**config.mk**
```make
export PLATFORM = sky130hd
export DESIGN_NAME = raster_hv_irq_timer
export DESIGN_NICKNAME = d
export VERILOG_FILES = /design/src/rtl/rhv_pkg.sv /design/src/rtl/rhv_eval.sv /design/src/rtl/raster_hv_irq_timer.sv
export SDC_FILE = /design/constraint.sdc
export NUM_CORES = 1
export LEC_CHECK = 0
export BUFFER_PORTS_ARGS = -buffer_cell sky130_fd_sc_hd__buf_2
export CAP_MARGIN = 0
export CORE_MARGIN = 4
export CORE_UTILIZATION = 28
export CTS_BUF_LIST = sky130_fd_sc_hd__clkbuf_4
export CTS_CLUSTER_SIZE = 25
export DETAILED_ROUTE_END_ITERATION = 7
export HOLD_SLACK_MARGIN = 0.05
export PLACE_DENSITY = 0.51
export SYNTH_ARGS = -nofsm -noshare
export SYNTH_HDL_FRONTEND = slang
export SYNTH_HIERARCHICAL = 1
export SYNTH_SLANG_ARGS = --single-unit
```
**constraint.sdc**
```tcl
create_clock -name aclk -period 12.2 [get_ports aclk]
set_input_delay 2.44 -clock aclk [delete_from_list [all_inputs] [get_ports aclk]]
set_output_delay 2.44 -clock aclk [all_outputs]
set_load 0.01 [all_outputs]
```
**src/rtl/rhv_pkg.sv**
```systemverilog
// Types, codes and constants shared by the raster H/V IRQ timer.
// No dependencies.
package rhv_pkg;

    localparam logic [1:0] FUNC_TICK  = 2'd0;
    localparam logic [1:0] FUNC_WRITE = 2'd1;
    localparam logic [1:0] FUNC_READ  = 2'd2;

    localparam logic [4:0] REG_CTRL     = 5'd0;
    localparam logic [4:0] REG_HTIME_LO = 5'd7;
    localparam logic [4:0] REG_HTIME_HI = 5'd8;
    localparam logic [4:0] REG_VTIME_LO = 5'd9;
    localparam logic [4:0] REG_VTIME_HI = 5'd10;
    localparam logic [4:0] REG_STATUS   = 5'd17;

    localparam logic [2:0] ACT_NONE         = 3'd0;
    localparam logic [2:0] ACT_ASSERT       = 3'd1;
    localparam logic [2:0] ACT_CLEAR_LINE   = 3'd2;
    localparam logic [2:0] ACT_CANCEL       = 3'd3;
    localparam logic [2:0] ACT_CLEAR_STATUS = 3'd4;

    localparam logic [2:0] HOLD_START     = 3'd4;
    localparam logic [8:0] TARGET_RESET   = 9'h1ff;
    localparam int         CTRL_H_BIT     = 4;
    localparam int         CTRL_V_BIT     = 5;
    localparam logic [7:0] STATUS_FLAG    = 8'h80;

    typedef struct packed {
        logic [1:0]  func;
        logic [8:0]  line;
        logic [10:0] dot_pos;
        logic [31:0] clock_stamp;
        logic [8:0]  gate_line;
        logic [10:0] gate_dot;
        logic [15:0] elapsed_clocks;
        logic [4:0]  reg_offset;
        logic [7:0]  write_data;
    } item_t;

    typedef struct packed {
        logic [8:0]  prev_line;
        logic [10:0] prev_dot;
        logic [31:0] prev_clock;
        logic [8:0]  prev_gate_line;
        logic [10:0] prev_gate_dot;
        logic        cond_valid;
        logic        flag_bit;
        logic [2:0]  hold_count;
        logic [8:0]  h_target;
        logic [8:0]  v_target;
        logic        h_enable;
        logic        v_enable;
    } state_t;

    typedef struct packed {
        logic [7:0] read_data;
        logic [2:0] line_action;
        logic       flag_now;
    } res_t;

    localparam state_t STATE_RESET = '{
        prev_line: '0, prev_dot: '0, prev_clock: '0,
        prev_gate_line: '0, prev_gate_dot: '0,
        cond_valid: 1'b0, flag_bit: 1'b0, hold_count: '0,
        h_target: TARGET_RESET, v_target: TARGET_RESET,
        h_enable: 1'b0, v_enable: 1'b0
    };

endpackage

```
**src/rtl/rhv_eval.sv**
```systemverilog
// Single-pass evaluation of one beat: next timer state and the result.
// Depends on rhv_pkg.
module rhv_eval (
    input  rhv_pkg::state_t state_cur,
    input  rhv_pkg::item_t  item,
    output rhv_pkg::state_t state_nxt,
    output rhv_pkg::res_t   res
);
    import rhv_pkg::*;

    function automatic logic crossed(
        input logic [8:0]  cl,
        input logic [10:0] cd,
        input logic [31:0] cc,
        input logic [8:0]  tl,
        input logic [11:0] td,
        input logic [8:0]  pl,
        input logic [10:0] pd,
        input logic [31:0] pc
    );
        logic r;
        if (cl < pl) begin
            r = (tl >= pl) || ((tl <= cl) && (td <= {1'b0, cd}));
        end else if ((tl < pl) || (tl > cl)) begin
            r = 1'b0;
        end else if ((tl == pl) && (td < {1'b0, pd})) begin
            r = 1'b0;
        end else if ((tl == cl) && (td > {1'b0, cd})) begin
            r = 1'b0;
        end else begin
            r = (pc != cc);
        end
        return r;
    endfunction

    function automatic logic cond_at(
        input logic [8:0]  ln,
        input logic [10:0] dt,
        input logic [8:0]  gl,
        input logic [10:0] gd,
        input logic        hen,
        input logic        ven,
        input logic [8:0]  vt,
        input logic [11:0] tdot
    );
        logic r;
        r = hen || ven;
        if (gl == 9'd0 && gd == 11'd0) r = 1'b0;
        if (ven && ln != vt) r = 1'b0;
        if (hen && {1'b0, dt} != tdot) r = 1'b0;
        return r;
    endfunction

    logic [11:0] tdot_cur;
    logic [11:0] tdot_wr;
    logic [9:0]  ht_inc_cur;
    logic [9:0]  ht_inc_wr;
    logic        gate_open;
    logic        cross_hv;
    logic        cross_h_prev;
    logic        cross_h_cur;
    logic        cross_v;
    logic        edge_hit;
    logic        cond_tick;
    logic        el_covers;
    logic [2:0]  hold_dec;
    logic        hen_w;
    logic        ven_w;
    logic [8:0]  ht_w;
    logic [8:0]  vt_w;
    logic        do_repoll;
    logic        cond_poll;

    assign ht_inc_cur = {1'b0, state_cur.h_target} + 10'd1;
    assign tdot_cur   = {ht_inc_cur, 2'b00};
    assign ht_inc_wr  = {1'b0, ht_w} + 10'd1;
    assign tdot_wr    = {ht_inc_wr, 2'b00};

    assign el_covers = (item.elapsed_clocks >= {13'd0, state_cur.hold_count});
    assign hold_dec  = el_covers ? 3'd0 : (state_cur.hold_count - item.elapsed_clocks[2:0]);

    assign gate_open = (item.gate_line != 9'd0) || (item.gate_dot != 11'd0);

    assign cross_hv = crossed(item.line, item.dot_pos, item.clock_stamp,
                              state_cur.v_target, tdot_cur, state_cur.prev_line,
                              state_cur.prev_dot, state_cur.prev_clock);
    assign cross_h_prev = crossed(item.line, item.dot_pos, item.clock_stamp,
                                  state_cur.prev_line, tdot_cur, state_cur.prev_line,
                                  state_cur.prev_dot, state_cur.prev_clock);
    assign cross_h_cur = crossed(item.line, item.dot_pos, item.clock_stamp,
                                 item.line, tdot_cur, state_cur.prev_line,
                                 state_cur.prev_dot, state_cur.prev_clock);
    assign cross_v = crossed(item.line, item.dot_pos, item.clock_stamp,
                             state_cur.v_target, 12'd0, state_cur.prev_line,
                             state_cur.prev_dot, state_cur.prev_clock);

    always_comb begin
        edge_hit = 1'b0;
        if (gate_open) begin
            if (state_cur.h_enable && state_cur.v_enable) begin
                edge_hit = cross_hv;
            end else if (state_cur.h_enable) begin
                edge_hit = cross_h_prev ||
                           ((item.line != state_cur.prev_line) && cross_h_cur);
            end else if (state_cur.v_enable) begin
                edge_hit = cross_v;
            end
        end
    end

    assign cond_tick = cond_at(item.line, item.dot_pos, item.gate_line, item.gate_dot,
                               state_cur.h_enable, state_cur.v_enable,
                               state_cur.v_target, tdot_cur);

    // register write decode
    always_comb begin
        hen_w     = state_cur.h_enable;
        ven_w     = state_cur.v_enable;
        ht_w      = state_cur.h_target;
        vt_w      = state_cur.v_target;
        do_repoll = 1'b1;
        case (item.reg_offset)
            REG_CTRL: begin
                hen_w = item.write_data[CTRL_H_BIT];
                ven_w = item.write_data[CTRL_V_BIT];
            end
            REG_HTIME_LO: ht_w = {state_cur.h_target[8], item.write_data};
            REG_HTIME_HI: ht_w = {item.write_data[0], state_cur.h_target[7:0]};
            REG_VTIME_LO: vt_w = {state_cur.v_target[8], item.write_data};
            REG_VTIME_HI: vt_w = {item.write_data[0], state_cur.v_target[7:0]};
            default:      do_repoll = 1'b0;
        endcase
    end

    assign cond_poll = cond_at(state_cur.prev_line, state_cur.prev_dot,
                               state_cur.prev_gate_line, state_cur.prev_gate_dot,
                               hen_w, ven_w, vt_w, tdot_wr);

    always_comb begin
        state_nxt       = state_cur;
        res.read_data   = 8'd0;
        res.line_action = ACT_NONE;
        case (item.func)
            FUNC_TICK: begin
                state_nxt.hold_count     = hold_dec;
                if (edge_hit) begin
                    state_nxt.flag_bit   = 1'b1;
                    state_nxt.hold_count = HOLD_START;
                    res.line_action      = ACT_ASSERT;
                end else begin
                    res.line_action      = ACT_CLEAR_LINE;
                end
                state_nxt.prev_line      = item.line;
                state_nxt.prev_dot       = item.dot_pos;
                state_nxt.prev_clock     = item.clock_stamp;
                state_nxt.prev_gate_line = item.gate_line;
                state_nxt.prev_gate_dot  = item.gate_dot;
                state_nxt.cond_valid     = cond_tick;
            end
            FUNC_WRITE: begin
                state_nxt.h_enable = hen_w;
                state_nxt.v_enable = ven_w;
                state_nxt.h_target = ht_w;
                state_nxt.v_target = vt_w;
                if (do_repoll) begin
                    if (!hen_w && !ven_w) begin
                        state_nxt.cond_valid = 1'b0;
                        res.line_action      = ACT_CANCEL;
                    end else begin
                        if (cond_poll && !state_cur.cond_valid) begin
                            state_nxt.flag_bit   = 1'b1;
                            state_nxt.hold_count = HOLD_START;
                            res.line_action      = ACT_ASSERT;
                        end
                        state_nxt.cond_valid = cond_poll;
                    end
                end
            end
            FUNC_READ: begin
                case (item.reg_offset)
                    REG_CTRL: begin
                        res.read_data[CTRL_H_BIT] = state_cur.h_enable;
                        res.read_data[CTRL_V_BIT] = state_cur.v_enable;
                    end
                    REG_HTIME_LO: res.read_data = state_cur.h_target[7:0];
                    REG_HTIME_HI: res.read_data = {7'd0, state_cur.h_target[8]};
                    REG_VTIME_LO: res.read_data = state_cur.v_target[7:0];
                    REG_VTIME_HI: res.read_data = {7'd0, state_cur.v_target[8]};
                    REG_STATUS: begin
                        res.read_data = state_cur.flag_bit ? STATUS_FLAG : 8'd0;
                        if (el_covers) begin
                            state_nxt.flag_bit   = 1'b0;
                            state_nxt.hold_count = 3'd0;
                            res.line_action      = ACT_CLEAR_STATUS;
                        end
                    end
                    default: res.read_data = 8'd0;
                endcase
            end
            default: res.line_action = ACT_NONE;
        endcase
        res.flag_now = state_nxt.flag_bit;
    end

endmodule

```
**src/rtl/raster_hv_irq_timer.sv**
```systemverilog
// Raster H/V position IRQ timer: input register, timer state, result register.
// Depends on rhv_pkg and rhv_eval.
//
//  channel | ports                                   | direction
//  s_      | s_valid/s_ready, func, positions, regs  | in  (tick/write/read beat)
//  m_      | m_valid/m_ready, read_data, action,flag | out (one result beat each)
//
// Takes one beat per cycle while m_ready does not stall the output; an accepted
// s_ beat passes the input register, then the result register that drives m_valid.
// The input register feeds rhv_eval, which updates the timer state and loads
// the result register in the same cycle.
// Reset (aresetn low, synchronous) empties both registers and restores the
// timer state. A stalled m_ beat holds the input register; s_ready stays high
// while the input register is empty or moving forward.
module raster_hv_irq_timer (
    input  logic        aclk,
    input  logic        aresetn,
    input  logic        s_valid,
    output logic        s_ready,
    input  logic [1:0]  s_func,
    input  logic [8:0]  s_line,
    input  logic [10:0] s_dot_pos,
    input  logic [31:0] s_clock_stamp,
    input  logic [8:0]  s_gate_line,
    input  logic [10:0] s_gate_dot,
    input  logic [15:0] s_elapsed_clocks,
    input  logic [4:0]  s_reg_offset,
    input  logic [7:0]  s_write_data,
    output logic        m_valid,
    input  logic        m_ready,
    output logic [7:0]  m_read_data,
    output logic [2:0]  m_line_action,
    output logic        m_flag_now
);
    import rhv_pkg::*;

    logic   in_valid_reg;
    item_t  item_reg;
    logic   out_valid_reg;
    res_t   res_reg;
    state_t state_reg;
    state_t state_next;
    res_t   res_next;
    logic   advance;

    assign advance = in_valid_reg && (!out_valid_reg || m_ready);
    assign s_ready = !in_valid_reg || advance;

    rhv_eval u_eval (
        .state_cur (state_reg),
        .item      (item_reg),
        .state_nxt (state_next),
        .res       (res_next)
    );

    always_ff @(posedge aclk) begin
        if (!aresetn) begin
            in_valid_reg  <= 1'b0;
            out_valid_reg <= 1'b0;
            state_reg     <= STATE_RESET;
        end else begin
            if (s_ready) begin
                in_valid_reg <= s_valid;
            end
            if (advance) begin
                out_valid_reg <= 1'b1;
                state_reg     <= state_next;
            end else if (m_ready) begin
                out_valid_reg <= 1'b0;
            end
        end
    end

    always_ff @(posedge aclk) begin
        if (s_valid && s_ready) begin
            item_reg <= '{func: s_func, line: s_line, dot_pos: s_dot_pos,
                          clock_stamp: s_clock_stamp, gate_line: s_gate_line,
                          gate_dot: s_gate_dot, elapsed_clocks: s_elapsed_clocks,
                          reg_offset: s_reg_offset, write_data: s_write_data};
        end
        if (advance) begin
            res_reg <= res_next;
        end
    end

    assign m_valid       = out_valid_reg;
    assign m_read_data   = res_reg.read_data;
    assign m_line_action = res_reg.line_action;
    assign m_flag_now    = res_reg.flag_now;

`ifndef SYNTHESIS
    a_hold_needs_flag: assert property (@(posedge aclk) disable iff (!aresetn)
        !state_reg.flag_bit |-> state_reg.hold_count == 3'd0)
        else $error("hold count nonzero with flag clear");

    a_hold_range: assert property (@(posedge aclk) disable iff (!aresetn)
        state_reg.hold_count <= HOLD_START)
        else $error("hold count above start value");

    a_assert_sets_flag: assert property (@(posedge aclk) disable iff (!aresetn)
        m_valid && m_line_action == ACT_ASSERT |-> m_flag_now)
        else $error("irq asserted without flag");

    a_clear_drops_flag: assert property (@(posedge aclk) disable iff (!aresetn)
        m_valid && m_line_action == ACT_CLEAR_STATUS |-> !m_flag_now)
        else $error("status cleared but flag still set");

    a_advance_fills: assert property (@(posedge aclk) disable iff (!aresetn)
        advance |=> m_valid && state_reg == $past(state_next))
        else $error("advanced beat lost");
`endif

endmodule
```
==> results of run 1 <==
## layout by cell type (no fill, tap or decap), types with 8 or more instances in the layout
master    Yosys  layout
nor2b_1       8       8
nor4_1       16      16
o21ai_0      57      57
inv_1        71      71
clkbuf_4      0      97
edfxtp_1    115     115
buf_2        21     119
nand2_1     210     210
o311ai_0     17      17
clkinv_1      0      13
nor3_1       10      10
nand4_1      22      22
a21o_1        8       8
mux2i_1      88      88
a21oi_1      25      25
xnor2_1      48      48
mux2_2       69      69
ha_1         51      51
nor2_1       30      29
nand3_1      21      21
dfxtp_1      99      99
## layer usage
layer  global-route usage, %  wire length (um)  share of wire [%]  up-vias
met3                    3.60              2000                6.4       61
met2                    21.8             14400                 46      237
met5                       0                55               0.18        -
li1                        -                 -                  -     4443
met4                    4.61               684                2.2        8
met1                    18.1             14000                 45     4247
## power groups by stage
stage / sequential, mW / combinational (mW) / clock [mW]
after global routing: 0.836 / 0.254 / 0.772
final: 0.832 / 0.223 / 0.693
after floorplan: 0.830 / 0.174 / 0
after global placement: 0.846 / 0.219 / 0
after detailed placement: 0.847 / 0.225 / 0
after CTS: 0.832 / 0.226 / 0.737
## kinds of logic after synthesis
group,after synthesis
AND/OR/NAND/NOR,365
flip-flops,214
AO/OA/AOI/OAI,174
multiplexers,157
buffers and inverters,134
adder cells (fa/ha/maj),54
XOR/XNOR,53
## area by class of cell
type	instances	area [um2]
clock buffer	97	728
inverter	72	270
clock inverter	19	92.6
antenna	1	2.50
tap	539	674
multi-input combinational	803	5750
timing repair buffer	124	633
sequential	214	5440
fill	4338	28400
## synth_stat cells, drive strengths merged (7+ instances only)
cell    count  area, um2
a21oi      25        125
mux2i      88        881
mux2       69        777
buf        34        310
a22oi       7       52.6
nand4      22        138
o311ai     18        158
a211oi      7       57.6
nor3       10       50.1
nor4       16        100
o21ai      58        290
nand2     210        788
xnor2      48        420
nor2b       9       63.8
nand3      21        105
a21o        8       60.1
and3        7       43.8
clkbuf     28        108
dfxtp      99       1980
ha         51        638
edfxtp    115       3450
nor2       33        150
inv        72        270
## critical path, stage by stage
cell and delay (ns):
buf_2 0.11, nor2b_4 0.64, nand2_1 0.15, buf_2 0.18
## worst paths after layout
| kind | from | to | slack [ns] | cells after the start |
|---|---|---|---|---|
| max reg2reg | item_reg[9]$_DFFE_PP_ | state_reg[23]$_SDFFE_PN0P_ | 7.89 | 15 |
| min reg2reg | state_reg[89]$_SDFFE_PN0P_ | state_reg[89]$_SDFFE_PN0P_ | 0.46 | 2 |
| max | m_ready | s_ready | 6.24 | 4 |
| min | state_reg[89]$_SDFFE_PN0P_ | state_reg[89]$_SDFFE_PN0P_ | 0.46 | 2 |
## stage by stage
step | area, um2 | instances | hold slack [ns] | util (%)
final | 13600 | 1869 | 0.457 | 32.4
after global routing | 13600 | 1869 | 0.487 | 32.4
after CTS | 13600 | 1868 | 0.462 | 32.4
after detailed placement | 12800 | 1752 | 0.453 | 30.4
after global placement | 12800 | 1752 | 0.442 | 30.4
after floorplan | 11900 | 1151 | 0.434 | -
==> metrics.csv, run 1 <==
stage,metric,value,unit
sta,post-route-period-util,48.8,%
cts,cts_resized,0,
global_routing,overflow,0,
power,power_density,129,nW/um2
cts,numCtsBuffers,61,
critical_path,worstPathRequired,9.76,ns
logic_synthesis,yosys.cell_types.count,80,
drt,avgViaCountPerCell,4.81,
final_layout,largest_reg_flops,103,
logic_synthesis,syn_inst,1151,
logic_synthesis,netlist_area,11900,um2
drt,remaining_drc_errors,0,
logic_synthesis,synth-async-reset-ratio,0,%
floorplanning,die_w,214,um
cts,cts_tree,yes,
global_routing,grt_pass1_vias,8974,
global_routing,grt_max_degree,106,
sta,slew_headroom,28.1,%
cts,postCtsSetupRepairBufs,0,
final_layout,fin_nets,1435,
critical_path,path_class,in -> out,
power,power,1.75,mW
cts,clk_pin_slew,0.06,ns
critical_path,path_max_fanout,40,
logic_synthesis,ys_ff_latch,214,
logic_synthesis,yosys.area_share.simple,14.9,%
floorplanning,die_h,214,um
critical_path,arrival,3.52,ns
placed_design,port_buffers,120,
cts,postCtsHoldBufs,0,
run,drv_cap,0,
placed_design,gp_congestion,0.815,
power,p_leak,5.17,nW
sta,fmax,168,MHz
placed_design,place_ws,6.24,ns
drt,wirelength,31200,um
logic_synthesis,syn_nets,1310,
outcome,status,finished clean,
sta,worst_pin_slew,1.08,ns
global_routing,grt_pass1_wl,49400,um
drt,ant_nets,0,
power,ir_worst_vdd,71.2,uV
sta,timing.final.ws_setup,6.24,ns
logic_synthesis,synth-edff-count,115,
worst_hold_path,hp-class,reg -> reg,
drt,vias,8996,
sta,rsz0062_at_grt,no,
sta,finalSetupTns,0,ns
logic_synthesis,synth_warnings,6,
sta,setup_violations,0,
logic_synthesis,yosys.area_share.xor_xnor,3.91,%
logic_synthesis,syn_area_per_cell,10.3,um2
floorplanning,dieArea,45700,um2
drt,avgRoutedWirePerCell,16.7,um
power,p_int,1.26,mW
logic_synthesis,ys_seq_area_share,45.8,%
final_layout,drive_above_1_share,23.7,%
floorplanning,ioPinCount,121,
cts,clock_sinks,214,
power,power.switching,490,uW
sta,finClkSkew,0.0795,ns
power,seqPwrFrac,47.6,%
floorplanning,row_count,75,
placed_design,dp_hpwl,21500,um
cts,cts_max_level,2,
sta,finalMaxSlewViolations,0,
global_routing,antenna_found_initial,5,
power,pwr-share-clk,39.6,%
sta,min_period,5.96,ns
drt,drt_iter0_markers,542,
floorplanning,core,41900,um2
logic_synthesis,synth_compound_area_share,9.86,%
cts,clk_latency,0.82,ns
critical_path,crit_path_end_kind,output pin,
cts,clock_path_buffers,3,
sta,hold_viol,0,
critical_path,cp-start-kind,input pin,
logic_synthesis,synth_fa_ha_area_share,5.72,%
floorplanning,start_util,28.3,%
cts,root_buffer,clkbuf_4,
logic_synthesis,synth-main-ff-cell,edfxtp_1,
power,p_sw_share,28.0,%
final_layout,syn_to_final_growth,14.5,%
drt,first_pass_iters,5,
power,p_comb_share,12.8,%
logic_synthesis,synth.area.mux_share,14.0,%
global_routing,grtUsageTotal,13.7,%
logic_synthesis,synth_top_family_by_area,simple AND/OR/NAND/NOR gates,
Note: power is estimated with default switching activity, not from simulation.
==> run 2, diff against run 1 <==
- PLACE_DENSITY: 0.51 -> 0.52
- clock period: 12.2 -> 4.8 ns (I/O delays scaled with it)
==> metrics.csv, run 2 (synthesized netlist as in run 1, its figures left out) <==
stage,metric,value,unit,change
drt,avgRoutedWirePerCell,16.8,um,was 16.7 um
drt,ant_nets,0,,unchanged
sta,post-route-period-util,82.7,%,
sta,setup_violations,0,,unchanged
floorplanning,start_util,28.3,%,unchanged
drt,avgViaCountPerCell,4.80,,was 4.81
sta,holdWs,0.355,ns,was 0.457 ns
sta,slew_headroom,24.1,%,was 28.1%
drt,wl_met2,14500,um,was 14400 um
cts,root_buffer,clkbuf_4,,unchanged
sta,worst_pin_slew,1.14,ns,was 1.08 ns
run,drv_cap,0,,unchanged
critical_path,worstPathRequired,5.48,ns,was 9.76 ns
cts,cts_max_level,3,,was 2
drt,remaining_drc_errors,0,,unchanged
global_routing,grt_pass1_wl,49900,um,was 49400 um
cts,postCtsHoldBufs,0,,unchanged
power,p_leak,5.23,nW,was 5.17 nW
power,power,4.57,mW,was 1.75 mW
drt,drt_iter0_markers,572,,was 542
floorplanning,ioPinCount,121,,unchanged
critical_path,cp_cell_sequence,"and3_1, nand4_1, xnor2_1, ha_1, a21o_1, a21oi_1, o211ai_1, a21oi_1, o31ai_1, o221a_2, a211oi_1, nor3_1, a211oi_2, nand2_1, mux2i_1",,"was buf_2, nor2b_4, nand2_1, buf_2"
final_layout,syn_to_final_growth,15.6,%,was 14.5%
placed_design,dp_hpwl,22000,um,was 21500 um
final_layout,mostFrequentLayoutCells,"nand2_1 (210), buf_2 (119), edfxtp_1 (115), clkbuf_4 (101), dfxtp_1 (99)",,"was nand2_1 (210), buf_2 (119), edfxtp_1 (115), dfxtp_1 (99), clkbuf_4 (97)"
sta,min_period,3.97,ns,
cts,cts_resized,0,,unchanged
critical_path,path_class,reg -> reg,,was in -> out
drt,m1WireLength,14100,um,was 14000 um
floorplanning,row_count,75,,unchanged
final_layout,fin_nets,1442,,was 1435
sta,rsz0062_at_grt,no,,unchanged
cts,clk_latency,0.78,ns,was 0.82 ns
sta,timing.final.ws_setup,0.831,ns,was 6.24 ns
critical_path,crit_buf_inv,0,,was 2
global_routing,overflow,0,,unchanged
sta,finalSetupTns,0,ns,unchanged
critical_path,cp_top_family,compound AO/OA/AOI/OAI gates,,was simple AND/OR/NAND/NOR gates
outcome,status,finished clean,,unchanged
final_layout,fillers,4326,,was 4338
cts,numCtsBuffers,66,,was 61
global_routing,grt_pass1_vias,9091,,was 8974
floorplanning,die_w,214,um,unchanged
final_layout,multi_input_area,5750,um2,unchanged
floorplanning,dieArea,45700,um2,unchanged
drt,vias,9039,,was 8996
worst_hold_path,hp-class,in -> reg,,was reg -> reg
final_layout,instances_no_fill,1882,,was 1869
drt,first_pass_iters,7,,was 5
drt,wirelength,31600,um,was 31200 um
critical_path,crit_path_end_kind,flip-flop,,was output pin
cts,postCtsSetupRepairBufs,0,,unchanged
sta,finClkSkew,0.0455,ns,was 0.0795 ns
critical_path,cp_common_cell,a21oi_1,,was buf_2
critical_path,cpPeakStageDelay,0.62,ns,was 0.64 ns
global_routing,antenna_found_initial,8,,was 5
sta,hold_viol,0,,unchanged
cts,clock_sinks,214,,unchanged
final_layout,seqCellArea,5440,um2,unchanged
cts,clk_pin_slew,0.06,ns,about the same
drt,wl_met3,2190,um,was 2000 um
placed_design,place_ws,0.887,ns,was 6.24 ns
global_routing,grt_max_degree,141,,was 106
critical_path,arrival,4.65,ns,was 3.52 ns
cts,cts_tree,yes,,unchanged
global_routing,grtUsageTotal,13.9,%,was 13.7%
placed_design,gp_congestion,0.893,,was 0.815
cts,clock_path_buffers,3,,unchanged
critical_path,path_max_fanout,10,,was 40
final_layout,drive_above_1_share,24.3,%,was 23.7%
final_layout,final_common_cell,nand2_1,,unchanged
drt,dr.max_layer_used,met5,,unchanged
floorplanning,core,41900,um2,unchanged
final_layout,largest_reg_flops,103,,unchanged
placed_design,dp.cells,1754,,was 1752
sta,fmax,252,MHz,
sta,finalMaxSlewViolations,0,,unchanged
floorplanning,die_h,214,um,unchanged
critical_path,crit_slowest_cell,a211oi_1,,was nor2b_4
power,ir_worst_vdd,166,uV,was 71.2 uV
power,power_density,333,nW/um2,was 129 nW/um2
critical_path,cp-start-kind,flip-flop,,was input pin
placed_design,port_buffers,120,,unchanged
-- run 2: path summary, 6_finish.rpt --
kind / startpoint / endpoint / slack, ns / cells past startpoint
hold reg to reg: state_reg[89]$_SDFFE_PN0P_ / state_reg[89]$_SDFFE_PN0P_ / 0.46 / 2
setup / recovery: state_reg[13]$_SDFFE_PN1P_ / state_reg[23]$_SDFFE_PN0P_ / 0.83 / 15
hold / removal: s_clock_stamp[18] / item_reg[67]$_DFFE_PP_ / 0.35 / 1
setup reg to reg: state_reg[13]$_SDFFE_PN1P_ / state_reg[23]$_SDFFE_PN0P_ / 0.83 / 15
-- run 2: report_power, final --
group / internal [mW] / total [mW] / switching [mW]
Sequential: 2.02 / 2.11 / 0.0919
Combinational: 0.258 / 0.578 / 0.320
Clock: 1.02 / 1.88 / 0.858
Total: 3.30 / 4.57 / 1.27
-- run 2: area by class of cell --
type                            count  area share [%]
Multi-Input combinational cell    803            41.9
Tap cell                          539            4.92
Antenna cell                        7           0.128
Clock inverter                     20           0.930
Timing Repair Buffer              126            5.00
Sequential cell                   214            39.6
Inverter                           72            1.97
Clock buffer                      101            5.53
-- run 2: metrics by stage --
step,util (%),area [um2]
6_report,32.7,13700
5_1_grt,32.7,13700
4_1_cts,32.7,13700
3_5_place_dp,30.5,12800
3_3_place_gp,30.5,12800
2_1_floorplan,-,11900
-- run 2: routing by layer --
layer  GRT usage [%]  vias up
li1                -     4462
met1            18.3     4228
met2            21.7      272
met3            4.46       65
met4            4.83       12
met5               0        -
